File: src/rtl/dual_serial_controller_registers_macros.svh
// Assertion macros shared by the serial controller register file RTL.
`ifndef DUAL_SERIAL_CONTROLLER_REGISTERS_MACROS_SVH
`define DUAL_SERIAL_CONTROLLER_REGISTERS_MACROS_SVH

// Check a consequence in the same cycle as its condition.
`define DSCR_ASSERT_NOW(name, clk, rst_n, pre, post, msg) \
    name: assert property (@(posedge clk) disable iff (!(rst_n)) (pre) |-> (post)) \
        else $error(msg);

// Check a consequence in the cycle after its condition.
`define DSCR_ASSERT_NEXT(name, clk, rst_n, pre, post, msg) \
    name: assert property (@(posedge clk) disable iff (!(rst_n)) (pre) |=> (post)) \
        else $error(msg);

`endif

File: src/rtl/dscr_ram.sv
// Generic single-write, single-read RAM with registered read data.
module dscr_ram #(
    parameter int WIDTH = 8,
    parameter int DEPTH = 32
) (
    input  logic                     i_clk,
    input  logic                     i_we,
    input  logic [$clog2(DEPTH)-1:0] i_waddr,
    input  logic [WIDTH-1:0]         i_wdata,
    input  logic                     i_re,
    input  logic [$clog2(DEPTH)-1:0] i_raddr,
    output logic [WIDTH-1:0]         o_rdata
);

    logic [WIDTH-1:0] r_mem [DEPTH];
    logic [WIDTH-1:0] r_rdata;

    // Write port
    always_ff @(posedge i_clk) begin
        if (i_we) begin
            r_mem[i_waddr] <= i_wdata;
        end
    end

    // Read port: hold data until the next read
    always_ff @(posedge i_clk) begin
        if (i_re) begin
            r_rdata <= r_mem[i_raddr];
        end
    end

    assign o_rdata = r_rdata;

endmodule

File: config.mk
export PLATFORM = sky130hd
export DESIGN_NAME = dscr_ram
export DESIGN_NICKNAME = d
export VERILOG_FILES = /design/src/rtl/dual_serial_controller_registers_macros.svh /design/src/rtl/dscr_ram.sv
export SDC_FILE = /design/constraint.sdc
export NUM_CORES = 1
export LEC_CHECK = 0
export ABC_AREA = 1
export BUFFER_PORTS_ARGS = -buffer_cell sky130_fd_sc_hd__buf_2
export CORE_UTILIZATION = 60
export CTS_CLUSTER_SIZE = 10
export DETAILED_ROUTE_END_ITERATION = 8
export PLACE_DENSITY_LB_ADDON = 0.08
export SYNTH_ARGS = -nofsm -noshare
export SYNTH_HDL_FRONTEND = slang
export SYNTH_SLANG_ARGS = --single-unit
File: constraint.sdc
create_clock -name i_clk -period 3.7 [get_ports i_clk]
set_input_delay 0.555 -clock i_clk [delete_from_list [all_inputs] [get_ports i_clk]]
set_output_delay 0.555 -clock i_clk [all_outputs]
set_load 0.01 [all_outputs]
# --- Word level (Yosys, flattened, before mapping) ---
# Memories as Yosys holds them, arrays and structs flattened. A register that Yosys moved wholly into a read port is not among the register bits.
# Cells that the tools add are included.
totals:
  mem_bits_rw: 256
  input_bits: 21
  out_inout_bits: 8
  mem_count: 1
  ff_bits: 0
mem_list:
  columns: ["memory", "words", "word_bits", "read_ports", "rd_ports_with_merged_regs", "wr", "line", "source"]
  rows:
  - ["r_mem", 32, 8, 1, 1, 1, "dscr_ram.sv:15", "logic [WIDTH-1:0] r_mem [DEPTH];"]
op_classes:
  n_mux: 2
ops:
  columns: ["cell", "n"]
  rows:
  - ["2-to-1 mux 1 bit", 2]

# --- Depth between registers and ports, before layout ---
depth:
  ltp_word: 2
  mapped_depth: 11
  ltp_nobuf: 9

# --- Worst setup path before layout ---
# OpenSTA, ideal clock, no wires.
synth_path:
  path_type: "input-to-reg"
  from: "in i_waddr[0]"
  to: "mem r_mem[0][0], enable pin"
  setup_slack_ns: 2.111
  setup_ns: 0.370
  path_stages: 3
  arrival_ns: 1.219
  path_buffers: 0
  path_cell_list: "inv_1 nand3_1 nor2_1"
synth_rtl:
  columns: ["item", "line", "source"]
  rows:
  - ["start, declared", "dscr_ram.sv:8", "input logic [$clog2(DEPTH)-1:0] i_waddr,"]
  - ["end, declared", "dscr_ram.sv:15", null]
# No word-level cell before the write port.

==> qor.yml <==
floorplanning:
  dieArea_um2: 18700
  die_y_um: 137
  ioPinCount: 29
  die_w_um: 137
  row_count: 48
  initial_core_util: 0.622
  core_area_um2: 17500
sta:
  final_max_slew_viol_count: 0
  max_freq_mhz: 442
  setup_viol_count_final: 0
  final-hold-violation-count: 0
  finalCriticalPeriod_ns: 2.26
  worst_pin_slew_ns: 1.27
  worst_slack_ns: 1.44
  slew_headroom: 0.150
  period_share: 0.611
  finClkSkew_ns: 0.0116
  finalSetupTns_ns: 0
  rsz0062_at_grt: "false"
synthesis:
  synth_edf_count: 264
  synth_fp_nets: 943
  yosysWarnings: 0
  ys_seq_elements: 264
  synthArstFlopShare: 0
  synth_top_cell_by_area: "edfxtp_1"
  synthTopCellsByArea: "edfxtp_1, nand2_1, nand3_1"
  synth_common_cells: "nand2_1, edfxtp_1, nand3_1"
  syn_avg_cell_area_um2: 11.8
  yosys.area.top_type_share: 0.730
  ys_seq_area_frac: 0.730
  synthFlopType: "edfxtp_1"
  synth_cell_types: 11
  synthCells: 922
  synth.most_common_cell: "nand2_1"
  synth_area_um2: 10900
flow_run:
  drv_cap: 0
route:
  routed_wl_um: 23800
  drt_iter0_markers: 765
  viasPerCell: 5.88
  vias: 6848
  drc: 0
  drtPass1Iterations: 7
  wire_per_inst_um: 20.4
  drtAntennaViolNets: 0
critical_path:
  endpoint_kind: "flop"
  ff2ff_path_depth: 8
  crit_path_end: "o_rdata[2]"
  arrival_ns: 2.66
  crit_chain: "buf_4, buf_4, buf_4, nand2_1, nand3_1, nand3_1, nand2_1, nand2_1, nand2_1, nand2_1, nand2_1"
  crit_path_frequent_cell: "nand2_1"
  cp_slowest_stage_delay_ns: 0.69
  cp-start-kind: "input pin"
  crit_fanout: 65
  critical_path_class: "input pin to flop"
  timing.rr.start: "r_mem[12][1]"
  r2r-end: "o_rdata[1]"
  timing.reg2reg.setup_slack_ns: 2.36
  required_ns: 4.10
  slowest_stage: "buf_4"
  worstSetupStartpoint: "i_raddr[0]"
cts:
  cts_sinks: 264
  post_cts_buffers: 0
  cts_resized: 0
  ctsHoldBuffers: 0
  clock_latency_ns: 0.54
  clk_path_buf_depth: 3
  clk_pin_slew_ns: 0.06
  cts-root-buf: "clkbuf_16"
  cts_tree: "built"
  htreeDepth: 1
  numCtsBuffers: 30
outcome:
  outcome: "finished, final reports clean"
placement:
  preCtsSetupSlack_ns: 0.909
  numPortBuffers: 28
  hpwl_um: 14000
  placedCellCount: 1130
  gp_congestion: 0.803
pwr:
  power_density_nw_per_um2: 529
  ir_drop_v: 0.000461
  leakagePower_nw: 4.33
global_routing:
  grt_pass1_vias: 6714
  grt.met3_usage: 0.0415
  top_usage_layer: "met2"
  grt_max_degree: 66
  grt_overflow: 0
  met1_usage: 0.399
  grt_util_all_layers: 0.271
  grt_antenna_before_repair: 0
  grt_pass1_wl_um: 37400
  gr-usage-met2: 0.430
finish:
  drive_gt1_frac: 0.0723
  fillers: 1284
  area_growth_syn_to_layout_pct: 8.14
  stdcell_count: 1165
  nets: 958
  antenna_cells: 0
  multiInputGateArea_um2: 2490
  seq_area_um2: 7930
worst_hold_path:
  min_path_type: "input pin to flop"
[worst max-delay path: cells and delay by family]
| kind | cells | cell delay, ns |
|---|---|---|
| AND/OR/NAND/NOR | 8 | 0.77 |
| buffers and inverters | 3 | 1.31 |
[cells in the final DEF, fill, tap and decap left out]
master and n:
buf_12 2, buf_2 27, buf_4 6, clkbuf_1 2
clkbuf_16 31, clkinv_1 2, clkinv_2 1, edfxtp_1 264
inv_1 8, inv_2 1, nand2_1 360, nand3_1 204
nor2_1 32
[state kept, by name, indices dropped and copies added (netlist names)]
| name | cells |
|---|---|
| o_rdata | 8 |
| r_mem | 256 |
[how the worst min path moves through the flow]
| stage | depth (start not counted) | from | slack (ns) | to |
|---|---|---|---|---|
| detailed placement | 8 | r_mem[18][0] | 0.84 | o_rdata[0] |
| global placement | 8 | r_mem[18][2] | 0.82 | o_rdata[2] |
| global route | 1 | i_re | 0.38 | o_rdata[2] |
| CTS | 1 | i_re | 0.37 | o_rdata[1] |
| finish | 1 | i_re | 0.38 | o_rdata[3] |
| floorplan | 0 | i_wdata[0] | 0.65 | r_mem[0][0] |
[report_power, final]
part / internal (mW) / total (mW) / switching (mW)
Sequential: 3.34 / 3.35 / 0.0102
Clock: 1.46 / 2.49 / 1.02
Combinational: 0.0948 / 0.376 / 0.281
Total: 4.90 / 6.21 / 1.32
[logic make-up (layout without fill, tap and decap cells)]
logic type	after synthesis	after routing	synth area share
flip-flops	264	264	0.730
AND/OR/NAND/NOR	596	596	0.229
buffers and inverters	62	80	0.0411
[through the flow]
step                power, mW   util  hold slack [ns]  cell area [um^2]
finish                   6.21  0.672            0.383             11800
floorplan                3.65      -            0.654             10900
global route             6.39  0.672            0.385             11800
CTS                      6.24  0.672            0.369             11800
global placement         3.77  0.627            0.818             11000
detailed placement       3.78  0.627            0.838             11000
[routing by layer]
layer | part of all wire | vias to the layer above
li1 | - | 3219
met1 | 0.43 | 3290
met2 | 0.47 | 306
met3 | 0.077 | 33
met4 | 0.015 | 0
met5 | 0 | -
[area by class of cell]
cell class | count | share of cell area
clock buffer | 33 | 0.0667
tap | 225 | 0.0240
timing repair buffer | 35 | 0.0187
sequential | 264 | 0.675
clock inverter | 2 | 0.000639
inverter | 10 | 0.00330
multi-input combinational | 596 | 0.212
Power figures use the tool's default switching activity.
