### src/rtl/dual_serial_controller_registers_macros.svh
// Assertion macros shared by the serial controller register file RTL.
`ifndef DUAL_SERIAL_CONTROLLER_REGISTERS_MACROS_SVH
`define DUAL_SERIAL_CONTROLLER_REGISTERS_MACROS_SVH

// Check a consequence in the same cycle as its condition.
`define DSCR_ASSERT_NOW(name, clk, rst_n, pre, post, msg) \
    name: assert property (@(posedge clk) disable iff (!(rst_n)) (pre) |-> (post)) \
        else $error(msg);

// Check a consequence in the cycle after its condition.
`define DSCR_ASSERT_NEXT(name, clk, rst_n, pre, post, msg) \
    name: assert property (@(posedge clk) disable iff (!(rst_n)) (pre) |=> (post)) \
        else $error(msg);

`endif

### src/rtl/dscr_pkg.sv
// Types, codes and constants for the dual-channel serial controller register file.
package dscr_pkg;

    // Default receive queue depth per channel
    localparam int RX_FIFO_DEPTH_DEF = 16;

    // Request codes
    typedef enum logic [2:0] {
        REQ_CTRL_WR  = 3'd0,
        REQ_STAT_RD  = 3'd1,
        REQ_DATA_RD  = 3'd2,
        REQ_DATA_WR  = 3'd3,
        REQ_RX_BYTE  = 3'd4,
        REQ_IRQ_POLL = 3'd5
    } t_req;

    // Command field of WR0, bits 5:3
    typedef enum logic [2:0] {
        CMD_RST_EXT  = 3'd2,
        CMD_CH_RESET = 3'd3,
        CMD_RST_TX   = 3'd5,
        CMD_ERR_RST  = 3'd6,
        CMD_EOI      = 3'd7
    } t_cmd;

    // Register pointer values
    localparam logic [2:0] REG_0 = 3'd0;
    localparam logic [2:0] REG_1 = 3'd1;
    localparam logic [2:0] REG_2 = 3'd2;

    // Interrupt slots in priority order
    localparam int PRI_RXA   = 0;
    localparam int PRI_TXA   = 1;
    localparam int PRI_RXB   = 2;
    localparam int PRI_TXB   = 3;
    localparam int PRI_EXTA  = 4;
    localparam int PRI_EXTB  = 5;
    localparam int PRI_COUNT = 6;

    // Vector low bits placed by a poll
    localparam logic [2:0] VEC_RXA  = 3'b110;
    localparam logic [2:0] VEC_TXA  = 3'b100;
    localparam logic [2:0] VEC_RXB  = 3'b010;
    localparam logic [2:0] VEC_TXB  = 3'b000;
    localparam logic [2:0] VEC_NONE = 3'b111;

    // Fixed bits of RR0 (tx empty, DCD, CTS) and the constant RR1
    localparam logic [7:0] RR0_A_FIXED = 8'h2C;
    localparam logic [7:0] RR0_B_FIXED = 8'h04;
    localparam logic [7:0] RR1_VALUE   = 8'h01;

    localparam int BYTE_W = 8;

    // Result of one request before the receive memory data is merged
    typedef struct packed {
        logic [BYTE_W-1:0] rd;
        logic              rd_ram;
        logic              irq;
        logic              txv;
        logic [BYTE_W-1:0] txb;
        logic              under;
        logic              drop;
    } t_step_res;

    // Result as it leaves the block
    typedef struct packed {
        logic [BYTE_W-1:0] read_data;
        logic              irq_line;
        logic              tx_valid;
        logic [BYTE_W-1:0] tx_byte;
        logic              rx_underflow;
        logic              rx_dropped;
    } t_res_out;

endpackage

### src/rtl/dscr_out.sv
// Two-entry result pipeline: memory read stage then output register.
`include "dual_serial_controller_registers_macros.svh"

module dscr_out (
    input  logic                        i_clk,
    input  logic                        i_rst_n,
    input  logic                        i_push,
    input  dscr_pkg::t_step_res         i_res,
    input  logic [dscr_pkg::BYTE_W-1:0] i_ram_q,
    output logic                        o_in_ready,
    output logic                        o_valid,
    input  logic                        i_out_ready,
    output dscr_pkg::t_res_out          o_data
);
    import dscr_pkg::*;

    logic      r_s1_valid, n_s1_valid;
    logic      r_o_valid,  n_o_valid;
    t_step_res r_s1;
    t_res_out  r_o;
    t_res_out  n_o;
    logic      s1_move;

    // Advance the read stage when the output register is free or being taken
    assign s1_move    = r_s1_valid && (!r_o_valid || i_out_ready);
    assign o_in_ready = !r_s1_valid || s1_move;

    // Merge memory data into the result
    always_comb begin
        n_o.read_data    = r_s1.rd_ram ? i_ram_q : r_s1.rd;
        n_o.irq_line     = r_s1.irq;
        n_o.tx_valid     = r_s1.txv;
        n_o.tx_byte      = r_s1.txb;
        n_o.rx_underflow = r_s1.under;
        n_o.rx_dropped   = r_s1.drop;

        n_s1_valid = i_push ? 1'b1 : (s1_move ? 1'b0 : r_s1_valid);
        n_o_valid  = s1_move ? 1'b1 : (i_out_ready ? 1'b0 : r_o_valid);
    end

    // Valid flags
    always_ff @(posedge i_clk) begin
        if (!i_rst_n) begin
            r_s1_valid <= 1'b0;
            r_o_valid  <= 1'b0;
        end else begin
            r_s1_valid <= n_s1_valid;
            r_o_valid  <= n_o_valid;
        end
    end

    // Payload, held while stalled
    always_ff @(posedge i_clk) begin
        if (i_push) begin
            r_s1 <= i_res;
        end
        if (s1_move) begin
            r_o <= n_o;
        end
    end

    assign o_valid = r_o_valid;
    assign o_data  = r_o;

    `DSCR_ASSERT_NOW(a_stall_full, i_clk, i_rst_n, !o_in_ready, r_s1_valid && r_o_valid, "input stalled with a free stage")
    `DSCR_ASSERT_NEXT(a_s1_drain, i_clk, i_rst_n, s1_move && !i_push, !r_s1_valid, "read stage kept a moved result")
    `DSCR_ASSERT_NEXT(a_ram_take, i_clk, i_rst_n, s1_move && r_s1.rd_ram, r_o.read_data == $past(i_ram_q), "received byte lost on the way out")

endmodule

### config.mk
export PLATFORM = sky130hd
export DESIGN_NAME = dscr_out
export DESIGN_NICKNAME = d
export VERILOG_FILES = /design/src/rtl/dscr_pkg.sv /design/src/rtl/dscr_out.sv
export VERILOG_INCLUDE_DIRS = /design/src /design/src/rtl
export SDC_FILE = /design/constraint.sdc
export NUM_CORES = 1
export LEC_CHECK = 0
export ABC_CLOCK_PERIOD_IN_PS = 2050
export BUFFER_PORTS_ARGS = -buffer_cell sky130_fd_sc_hd__buf_2
export CORE_MARGIN = 3
export CORE_UTILIZATION = 42
export DETAILED_ROUTE_END_ITERATION = 7
export PLACE_DENSITY = 0.73
export REMOVE_ABC_BUFFERS = 1
export SLEW_MARGIN = 20
export SYNTH_ARGS = -nofsm -noshare
export SYNTH_HDL_FRONTEND = slang
export SYNTH_SLANG_ARGS = --single-unit
### constraint.sdc
create_clock -name i_clk -period 2.05 [get_ports i_clk]
set_clock_uncertainty 0.15 [all_clocks]
set_input_delay 0.205 -clock i_clk [delete_from_list [all_inputs] [get_ports i_clk]]
set_output_delay 0.205 -clock i_clk [all_outputs]
set_load 0.01 [all_outputs]
# After elaboration in Yosys (flattened, before gate mapping)
# Cells that the tools add are included.
classes:
  mux: 5
  n_reduce_logical: 7
ops:
  columns: ["operator", "n"]
  rows:
  - ["2-to-1 mux 8 bit", 1]
  - ["2-to-1 mux 1 bit", 4]
  - ["nonzero test 2 bit", 2]
  - ["logical NOT 1 bit", 2]
  - ["logical OR 1 bit", 2]
  - ["logical AND 1 bit", 1]
totals:
  regBits: 43
  inputBits: 33
  output_inout_bits: 22

# Longest topological paths before layout
# Gate-level depths: netlist (run 1).
depth:
  ltp_word: 5
  depth_mapped: 2
  ltp_nobuf: 2

# Worst setup path after synthesis (run 1)
# Ideal clock, no wire load.
synth_timing:
  path_kind: "register to register"
  start: "register r_o_valid, in the netlist o_valid"
  end: "register r_o (netlist bit o_data[0]), enable pin"
  setup_time_ps: 399
  t_arrival_ps: 1417
  required_ps: 1501
  slack_ps: 84
  path_stages_with_launch: 3
  synth_period_minus_slack_ps: 1966
  path_cell_list: "dfxtp_1 nor2b_1 nor2b_1"
synth_via:
  elab_chain_len: 3
synth_rtl:
  columns: ["item", "line", "rtl"]
  rows:
  - ["start: declaration", "dscr_out.sv:18", "logic r_o_valid, n_o_valid;"]
  - ["start signal: assignment", "dscr_out.sv:48", "r_o_valid <= n_o_valid;"]
  - ["logical NOT 1 bit", "dscr_out.sv:25", "assign s1_move = r_s1_valid && (!r_o_valid || i_out_ready);"]
  - ["logical OR 1 bit", "dscr_out.sv:25", null]
  - ["logical AND 1 bit", "dscr_out.sv:25", null]
  - ["end signal: assignment", "dscr_out.sv:58", "r_o <= n_o;"]
  - ["end: declaration", "dscr_out.sv:20", "t_res_out r_o;"]
# Every way passes these cells.
# A chain may end at the register's enable or synchronous reset.

# Final worst setup path (run 1)
layout_timing:
  start: "register r_o_valid, in the netlist o_valid"
  end: "output port o_in_ready"
layout_via:
  elab_chain_len: 4
layout_rtl:
  columns: ["item", "line", "rtl"]
  rows:
  - ["logical NOT 1 bit", "dscr_out.sv:25", null]
  - ["logical OR 1 bit", "dscr_out.sv:25", null]
  - ["logical AND 1 bit", "dscr_out.sv:25", null]
  - ["logical OR 1 bit", "dscr_out.sv:26", "assign o_in_ready = !r_s1_valid || s1_move;"]
  - ["end: declaration", "dscr_out.sv:10", "output logic o_in_ready,"]
# Every way passes these cells.

==> flow_summary.yaml, run 1 <==
synth:
  yosys-top-cells-area: "edfxtp_1 (85%), mux2_4 (8.3%), dfxtp_1 (2.8%)"
  synth_top_cell_by_area: "edfxtp_1"
  ys_warn_count: 0
  synthCells: 58
  avgSynthCellArea_um2: 24.9
  synth_edf_count: 41
  synth_cell_type_count: 9
  ys_ff_latch: 43
  synth_commonest_cells: "edfxtp_1 (41), mux2_4 (8), dfxtp_1 (2), nor2b_1 (2)"
  async_reset_ff_share_pct: 0
  synth_top_area_share_pct: 85.4
  synthFlopType: "edfxtp_1"
  synth.most_common_cell: "edfxtp_1"
  syn-cell-area_um2: 1440
  ys_seq_area_share_pct: 88.2
outcome:
  status: "completed"
drt:
  firstDrtPassIters: 3
  wl_per_cell_um: 12.6
  highest_layer: "met4"
  wl_mm: 2.41
  met2_length_mm: 1.18
  routed-wl-met3_um: 188
  final_antenna_net_count: 0
  route.detailed.drc: 0
  wl_met1_um: 988
  num_vias: 804
  drtIter0Drc: 24
  drt-vias-per-instance: 4.21
worst_setup_path:
  cp_data_arrival_time_ps: 1170
  crit_type: "reg2out"
  rr_worst_depth: 1
  cp.required_ps: 1690
  cp-startpoint: "o_valid"
  crit_path_max_fanout: 4
  end_kind: "primary output"
  r2r-start: "r_s1[12]"
  r2r_slack_ps: 670
  startpoint_type: "register"
pwr:
  switchingPower_uw: 319
  p_int_mw: 1.38
  swShare_pct: 18.8
  p_leak_nw: 0.862
  clockPowerShare_pct: 29.0
  power_frac_seq_pct: 61.8
  peakVddDrop_mv: 0.483
  power.density_nw_per_um2: 805
  comb_power_share_pct: 9.2
sta:
  finalHoldViolCount: 0
  finalMaxSlewViolations: 0
  max_slew_margin_pct: 68.5
  rsz0062_at_grt: "false"
  period_share_pct: 74.5
  tightest_slew_ps: 473
  setup_viol: 0
  clock.fmax_mhz: 655
  hold_slack_ps: 17.6
  tns_ps: 0
  fin_crit_ps: 1530
worst_hold_path:
  hold_path_depth: 2
  hp-start: "i_ram_q[7]"
  worst_hold_path_type: "in2reg"
global_route:
  grt_usage_pct: 12.5
  grt_pass1_vias: 806
  antenna_found_initial: 0
  grt_max_degree: 23
  grt_overflow: 0
  grt_first_pass_wirelength_mm: 3.77
clocking:
  htreeDepth: 2
  clk_latency_ps: 330
  numClockSinks: 43
  hold_buffers: 22
  postCtsSetupRepairBufs: 0
  cts.repair.resized: 0
  cts_root_buf: "clkbuf_4"
  clk_transition_reported_paths_ps: 110
  cts_tree: "built"
  cts_buffers: 5
  cts.path.max_buffers: 2
floorplan:
  die_h_um: 64.6
  fp.dieArea_um2: 4170
  die_w_um: 64.6
  core_um2: 3150
  rows: 20
  ioPinCount: 55
  start_util_pct: 45.7
final_layout:
  fin_util_pct: 67.0
  n_antenna_cell: 0
  area_growth_pct: 46.5
  drive_gt1_share_pct: 48.3
  final_net_count: 179
  design_area_um2: 2110
place:
  routabilityCongestion: 0.623
  port-buffer-count: 54
  dpl_cell_area_um2: 1770
flow_run:
  cap_violations: 0
-- power groups by stage --
stage               Sequential, mW  Combinational (mW)  Clock [mW]
finish                        1.05               0.156       0.493
global route                  1.06               0.170       0.549
global placement              1.07               0.114           0
floorplan                     1.08              0.0380           0
CTS                           1.05               0.150       0.507
detailed placement            1.07               0.117           0
-- layer usage --
| layer | GRT usage, % | up-vias |
|---|---|---|
| met3 | 5.20 | 6 |
| met2 | 20.2 | 39 |
| met5 | 0 | - |
| met1 | 14.3 | 355 |
| met4 | 6.33 | 0 |
| li1 | - | 404 |
-- worst paths after layout --
check               end
max          o_in_ready
max reg2reg  o_data[18]
min reg2reg  o_data[10]
min          o_data[19]
-- flip-flops by register name (all words and copies together) (netlist names) --
name	cells
n_o	12
o_data	20
o_valid	1
r_s1	9
r_s1_valid	1
-- layout make-up --
cell class              count  area (um2)
flip-flops and latches     43        1270
repair buffers             82         548
clock buffers               5        37.5
multi-input cells          14         161
fillers                   236        1040
clock inverters             3        38.8
well taps                  44        55.1
-- critical path: stages (launching register included) --
cell     delay, ps
dfxtp_1        340
nor2b_1        270
nand2_1         90
buf_2          140
-- cell families after synthesis --
kind of cell	Yosys count	share of synthesized area, %
simple gates	4	1.56
flops	43	88.2
buf+inv	1	0.781
compound gates	2	1.13
mux	8	8.33
-- placed cells by master (no fill, tap or decap) --
cell,Yosys,routed
buf_2,0,54
o21a_1,1,1
clkinv_2,0,1
clkinv_1,0,1
nor2b_1,2,1
and2_1,1,1
nand2_1,1,1
buf_4,0,1
clkbuf_4,0,5
dfxtp_1,2,2
a22o_1,1,1
dlygate4sd3_1,0,27
nor2b_2,0,1
bufinv_16,0,1
edfxtp_1,41,41
mux2_4,8,8
-- stage by stage --
step	power, mW	setup WS [ps]	std cells
after detailed placement	1.19	672	156
after global placement	1.18	706	156
final	1.70	522	191
after CTS	1.71	485	186
after floorplan	1.12	84.3	57
after global routing	1.78	416	191
Note: power is estimated with default switching activity, not from simulation.
==> run 2: changes to the inputs <==
Settings changed: ABC_CLOCK_PERIOD_IN_PS 2050 to 1550, CORE_UTILIZATION 42 to 47, PLACE_DENSITY 0.73 to 0.77.
Clock period 2.05 ns to 1.55 ns, I/O delays scaled along.
==> run 2 against run 1 <==
Wire length increased by 19%. Non-clock buffer count increased by 7. Design area increased by 3.5%. Die area decreased by 9.7%. Largest power group unchanged. First-iteration DRC count increased by 29%. Critical path depth unchanged. Sequential power increased by 31%. Power increased by 45%. Global-route usage increased by 4.3 points.
==> flow_summary.yaml, run 2 (synthesized netlist as in run 1, its figures left out) <==
final_layout:
  largest_reg_flops: 20
  final_common_cell: "buf_2"
  fin_cells: 185
  drive_gt1_share_pct: 48.7
  final_net_count: 186
  final_cell_mix: "buf_2 (54), edfxtp_1 (41), dlygate4sd3_1 (31)"
  n_antenna_cell: 0
  fin_util_pct: 77.3
  design_area_um2: 2190
  area_growth_pct: 51.6
floorplan:
  ioPinCount: 55
  fp.dieArea_um2: 3770
  die_h_um: 61.4
  core_um2: 2830
  die_w_um: 61.4
  start_util_pct: 51.0
  rows: 19
place:
  routabilityCongestion: 0.713
  dp_cells: 146
  dpl_cell_area_um2: 1770
  port-buffer-count: 54
sta:
  max_slew_margin_pct: 67.5
  clock.fmax_mhz: 687
  tightest_slew_ps: 487
  finalHoldViolCount: 0
  setup_viol: 0
  period_share_pct: 93.9
  finalMaxSlewViolations: 0
  rsz0062_at_grt: "false"
  fin_crit_ps: 1460
worst_setup_path:
  crit_path_max_fanout: 4
  worst_path_max_delay_cell: "dlygate4sd3_1"
  reg2reg_to: "o_valid"
  cp_data_arrival_time_ps: 1550
  cpPeakStageDelay_ps: 540
  end_kind: "register"
  cp-startpoint: "o_valid"
  rr_worst_depth: 3
  cp.required_ps: 1640
  crit_type: "reg2reg"
  r2r-start: "o_valid"
  startpoint_type: "register"
  r2r_slack_ps: 90
  crit_chain: "nor2b_2 > o21a_1 > dlygate4sd3_1"
clocking:
  cts_buffers: 5
  cts_root_buf: "clkbuf_4"
  postCtsSetupRepairBufs: 0
  cts.path.max_buffers: 2
  clk_transition_reported_paths_ps: 110
  cts_tree: "built"
  clk_latency_ps: 350
  htreeDepth: 2
  numClockSinks: 43
drt:
  num_vias: 888
  wl_mm: 2.87
  final_antenna_net_count: 0
  drt-vias-per-instance: 4.80
  route.detailed.drc: 0
  firstDrtPassIters: 4
  drtIter0Drc: 31
  wl_per_cell_um: 15.5
outcome:
  status: "completed"
global_route:
  grt_usage_pct: 16.8
  grt_pass1_vias: 951
  grt_first_pass_wirelength_mm: 4.24
  grt_max_degree: 23
  grt_overflow: 0
  antenna_found_initial: 0
worst_hold_path:
  hold_path_depth: 3
  holdPathEnd: "r_s1_valid"
  hp-start: "i_out_ready"
  worst_hold_path_type: "in2reg"
pwr:
  total_power_mw: 2.46
  peakVddDrop_mv: 0.877
  power.density_nw_per_um2: 1130
  p_leak_nw: 0.906
flow_run:
  cap_violations: 0
==> run 2: changes by cell type in the layout (fill, tap and decap cells not counted), sizes merged <==
| cell | change |
|---|---|
| buf | +3 |
| bufinv | +1 |
| clkbuf | +1 |
| clkinv | -2 |
| dlygate4sd3 | +4 |
==> run 2: worst max path at each step <==
stage,to,slack [ps],depth (start not counted)
after floorplan,o_data[0],-420,2
after global placement,o_data[15],320,2
after detailed placement,o_data[16],270,2
after CTS,o_in_ready,30,3
after global routing,o_in_ready,50,3
final,o_valid,90,3
==> run 2: routing by layer <==
metal / GRT usage (%) / vias up / part of all wire (%)
li1: - / 418 / -
met1: 17.1 / 428 / 34
met2: 30.7 / 35 / 57
met3: 5.03 / 7 / 6.7
met4: 9.09 / 0 / 2.0
met5: 0 / - / 0
==> run 2: metrics by stage <==
step / hold WS [ps] / setup slack [ps] / setup TNS, ps
detailed placement: 183 / 272 / 0
finish: 29.3 / 94.9 / 0
global placement: 182 / 316 / 0
global route: 7.51 / 45.0 / 0
floorplan: 104 / -416 / -8310
CTS: 10.8 / 31.1 / 0
==> run 2: what timing repair did <==
item / 4_1_cts / 5_1_grt
hold buffers: 31 / 0
resized for setup: 0 / 1
hold endpoints to repair: 31 / 0
setup endpoints to repair: 0 / 2
==> run 2: final cells by class <==
cell class                      count  area [um2]
Sequential cell                    43        1270
Fill cell                         149         643
Timing Repair Buffer               89         611
Multi-Input combinational cell     14         164
Clock inverter                      2        60.1
Clock buffer                        6        41.3
Tap cell                           31        38.8
==> run 2: critical path: cells and delay by family (launching register included) <==
family | cells | cell delay (ps)
AOI/OAI and AO/OA | 1 | 170
buffers and inverters | 1 | 540
DFF | 1 | 320
and+or+nand+nor | 1 | 180
==> run 2: power breakdown <==
part           internal [mW]  switching [mW]  total (mW)
clock                  0.503           0.337       0.840
combinational          0.144          0.0913       0.236
sequential              1.36          0.0210        1.38
total                   2.01           0.449        2.46
==> run 3: changes to the inputs <==
Settings changed: CORE_UTILIZATION 47 to 40, PLACE_DENSITY 0.77 to 0.67.
==> run 3 against run 2 <==
Maximum frequency down 3.5%. Global-route usage fell by 3.8 points. Die area rose by 16%. Worst setup slack got worse by 52 ps. Sequential cell count stayed put. Clock-buffer cell count stayed put. Sequential power about the same. Non-clock buffer count is 3 lower. Core utilization is 14 points lower. Critical path depth grew 2. Power fell by 14%. Critical path type is now in2out. Highest routed layer unchanged.
==> flow_summary.yaml, run 3 (synthesized netlist as in run 1, its figures left out) <==
outcome:
  status: "completed"
flow_run:
  cap_violations: 0
global_route:
  grt_use_met2_pct: 23.7
  busiest_layer: "met2"
  grt_overflow: 0
  grt_pass1_vias: 851
  grt_max_degree: 23
  use_met1_pct: 12.2
  groute.layer.met3.usage_pct: 3.74
  grt_usage_pct: 13.0
  grt_first_pass_wirelength_mm: 3.88
  antenna_found_initial: 0
final_layout:
  final_cell_mix: "buf_2 (54), edfxtp_1 (41), dlygate4sd3_1 (31)"
  final_common_cell: "buf_2"
  largest_reg_flops: 20
  area_growth_pct: 49.0
  final_net_count: 183
  drive_gt1_share_pct: 47.7
  n_antenna_cell: 0
clocking:
  cts.path.max_buffers: 2
  htreeDepth: 2
  clk_transition_reported_paths_ps: 120
  numClockSinks: 43
  cts_buffers: 5
  cts_root_buf: "clkbuf_4"
  cts_tree: "built"
  clk_latency_ps: 350
  postCtsSetupRepairBufs: 0
worst_setup_path:
  r2r-start: "r_s1[12]"
  end_kind: "primary output"
  crit_top_cell: "buf_2"
  crit_chain: "dlygate4sd3_1 > buf_2 > nor2b_2 > nand2_1 > buf_2"
  crit_path_max_fanout: 4
  cp.required_ps: 1240
  cpPeakStageDelay_ps: 540
  startpoint_type: "primary input"
  cp_data_arrival_time_ps: 1200
  r2r_slack_ps: 160
  reg2reg_to: "o_data[16]"
  worst_path_max_delay_cell: "dlygate4sd3_1"
  rr_worst_depth: 1
  crit_type: "in2out"
drt:
  firstDrtPassIters: 4
  drtIter0Drc: 24
  drt-vias-per-instance: 4.22
  num_vias: 832
  wl_mm: 2.62
  wl_per_cell_um: 13.3
  route.detailed.drc: 0
  final_antenna_net_count: 0
worst_hold_path:
  worst_hold_path_type: "in2reg"
  hold_path_depth: 1
  hp-start: "i_push"
  holdPathEnd: "n_o[10]"
place:
  dp_slack_ps: 167
  routabilityCongestion: 0.747
  port-buffer-count: 54
pwr:
  peakVddDrop_mv: 0.584
  total_power_mw: 2.12
  p_leak_nw: 0.868
  power.density_nw_per_um2: 986
floorplan:
  die_h_um: 66.0
  start_util_pct: 42.2
  ioPinCount: 55
  core_um2: 3420
  die_w_um: 66.0
  fp.dieArea_um2: 4360
  rows: 21
sta:
  tightest_slew_ps: 473
  setup_viol: 0
  finalHoldViolCount: 0
  max_slew_margin_pct: 68.5
  period_share_pct: 97.2
  tns_ps: 0
  finalMaxSlewViolations: 0
  fin_crit_ps: 1510
  clock.fmax_mhz: 663
  finalWorstSetupSlack_ps: 42.7
==> run 3: cell types whose count changed in the layout (fill, tap and decap cells not counted), sizes merged <==
cell | before | now
buf | 58 | 55
bufinv | 2 | 0
clkinv | 0 | 1
clkinvlp | 0 | 1
==> run 3: layout make-up <==
cell class	count	area, um2
clock inverter	2	12.5
multi-input combinational	14	164
tap	46	57.6
fill	258	1270
clock buffer	6	41.3
sequential	43	1270
timing repair buffer	86	601
==> run 3: worst max-delay path: cells and delay by family <==
kind,cells,cell delay [ps]
AND/OR/NAND/NOR,2,250
buffers and inverters,3,810
==> run 3: metrics by stage <==
step	instance area, um2	hold WS, ps	utilization (%)	cells
finish	2150	140	62.9	197
global route	2150	140	62.9	197
CTS	2130	0.992	62.5	196
detailed placement	1780	183	52.1	158
global placement	1780	182	52.1	158
floorplan	1430	104	-	57
==> run 3: routing by layer <==
layer / up-vias / wire (um) / share of wire [%]
met1: 380 / 880 / 34
li1: 410 / - / -
met5: - / 0 / 0
met2: 31 / 1480 / 57
met3: 11 / 147 / 5.6
met4: 0 / 108 / 4.1
==> run 3: timing repair <==
item,in CTS,in global routing
endpoints found under the hold margin,31,2
hold buffers,30,1
resized for setup,0,1
setup endpoints to repair,0,1
==> run 3: how the worst max path moves through the flow <==
stage	startpoint	end	slack [ps]	cells past startpoint
floorplan	o_valid	o_data[0]	-420	2
global placement	r_s1[12]	o_data[17]	230	1
detailed placement	r_s1[12]	o_data[16]	170	1
CTS	o_valid	o_in_ready	40	3
global route	i_out_ready	o_in_ready	-5	5
finish	i_out_ready	o_in_ready	40	5
==> run 3: where the power goes <==
part           switching [mW]  internal, mW
clock network           0.331         0.175
logic                  0.0791         0.141
registers              0.0276          1.36
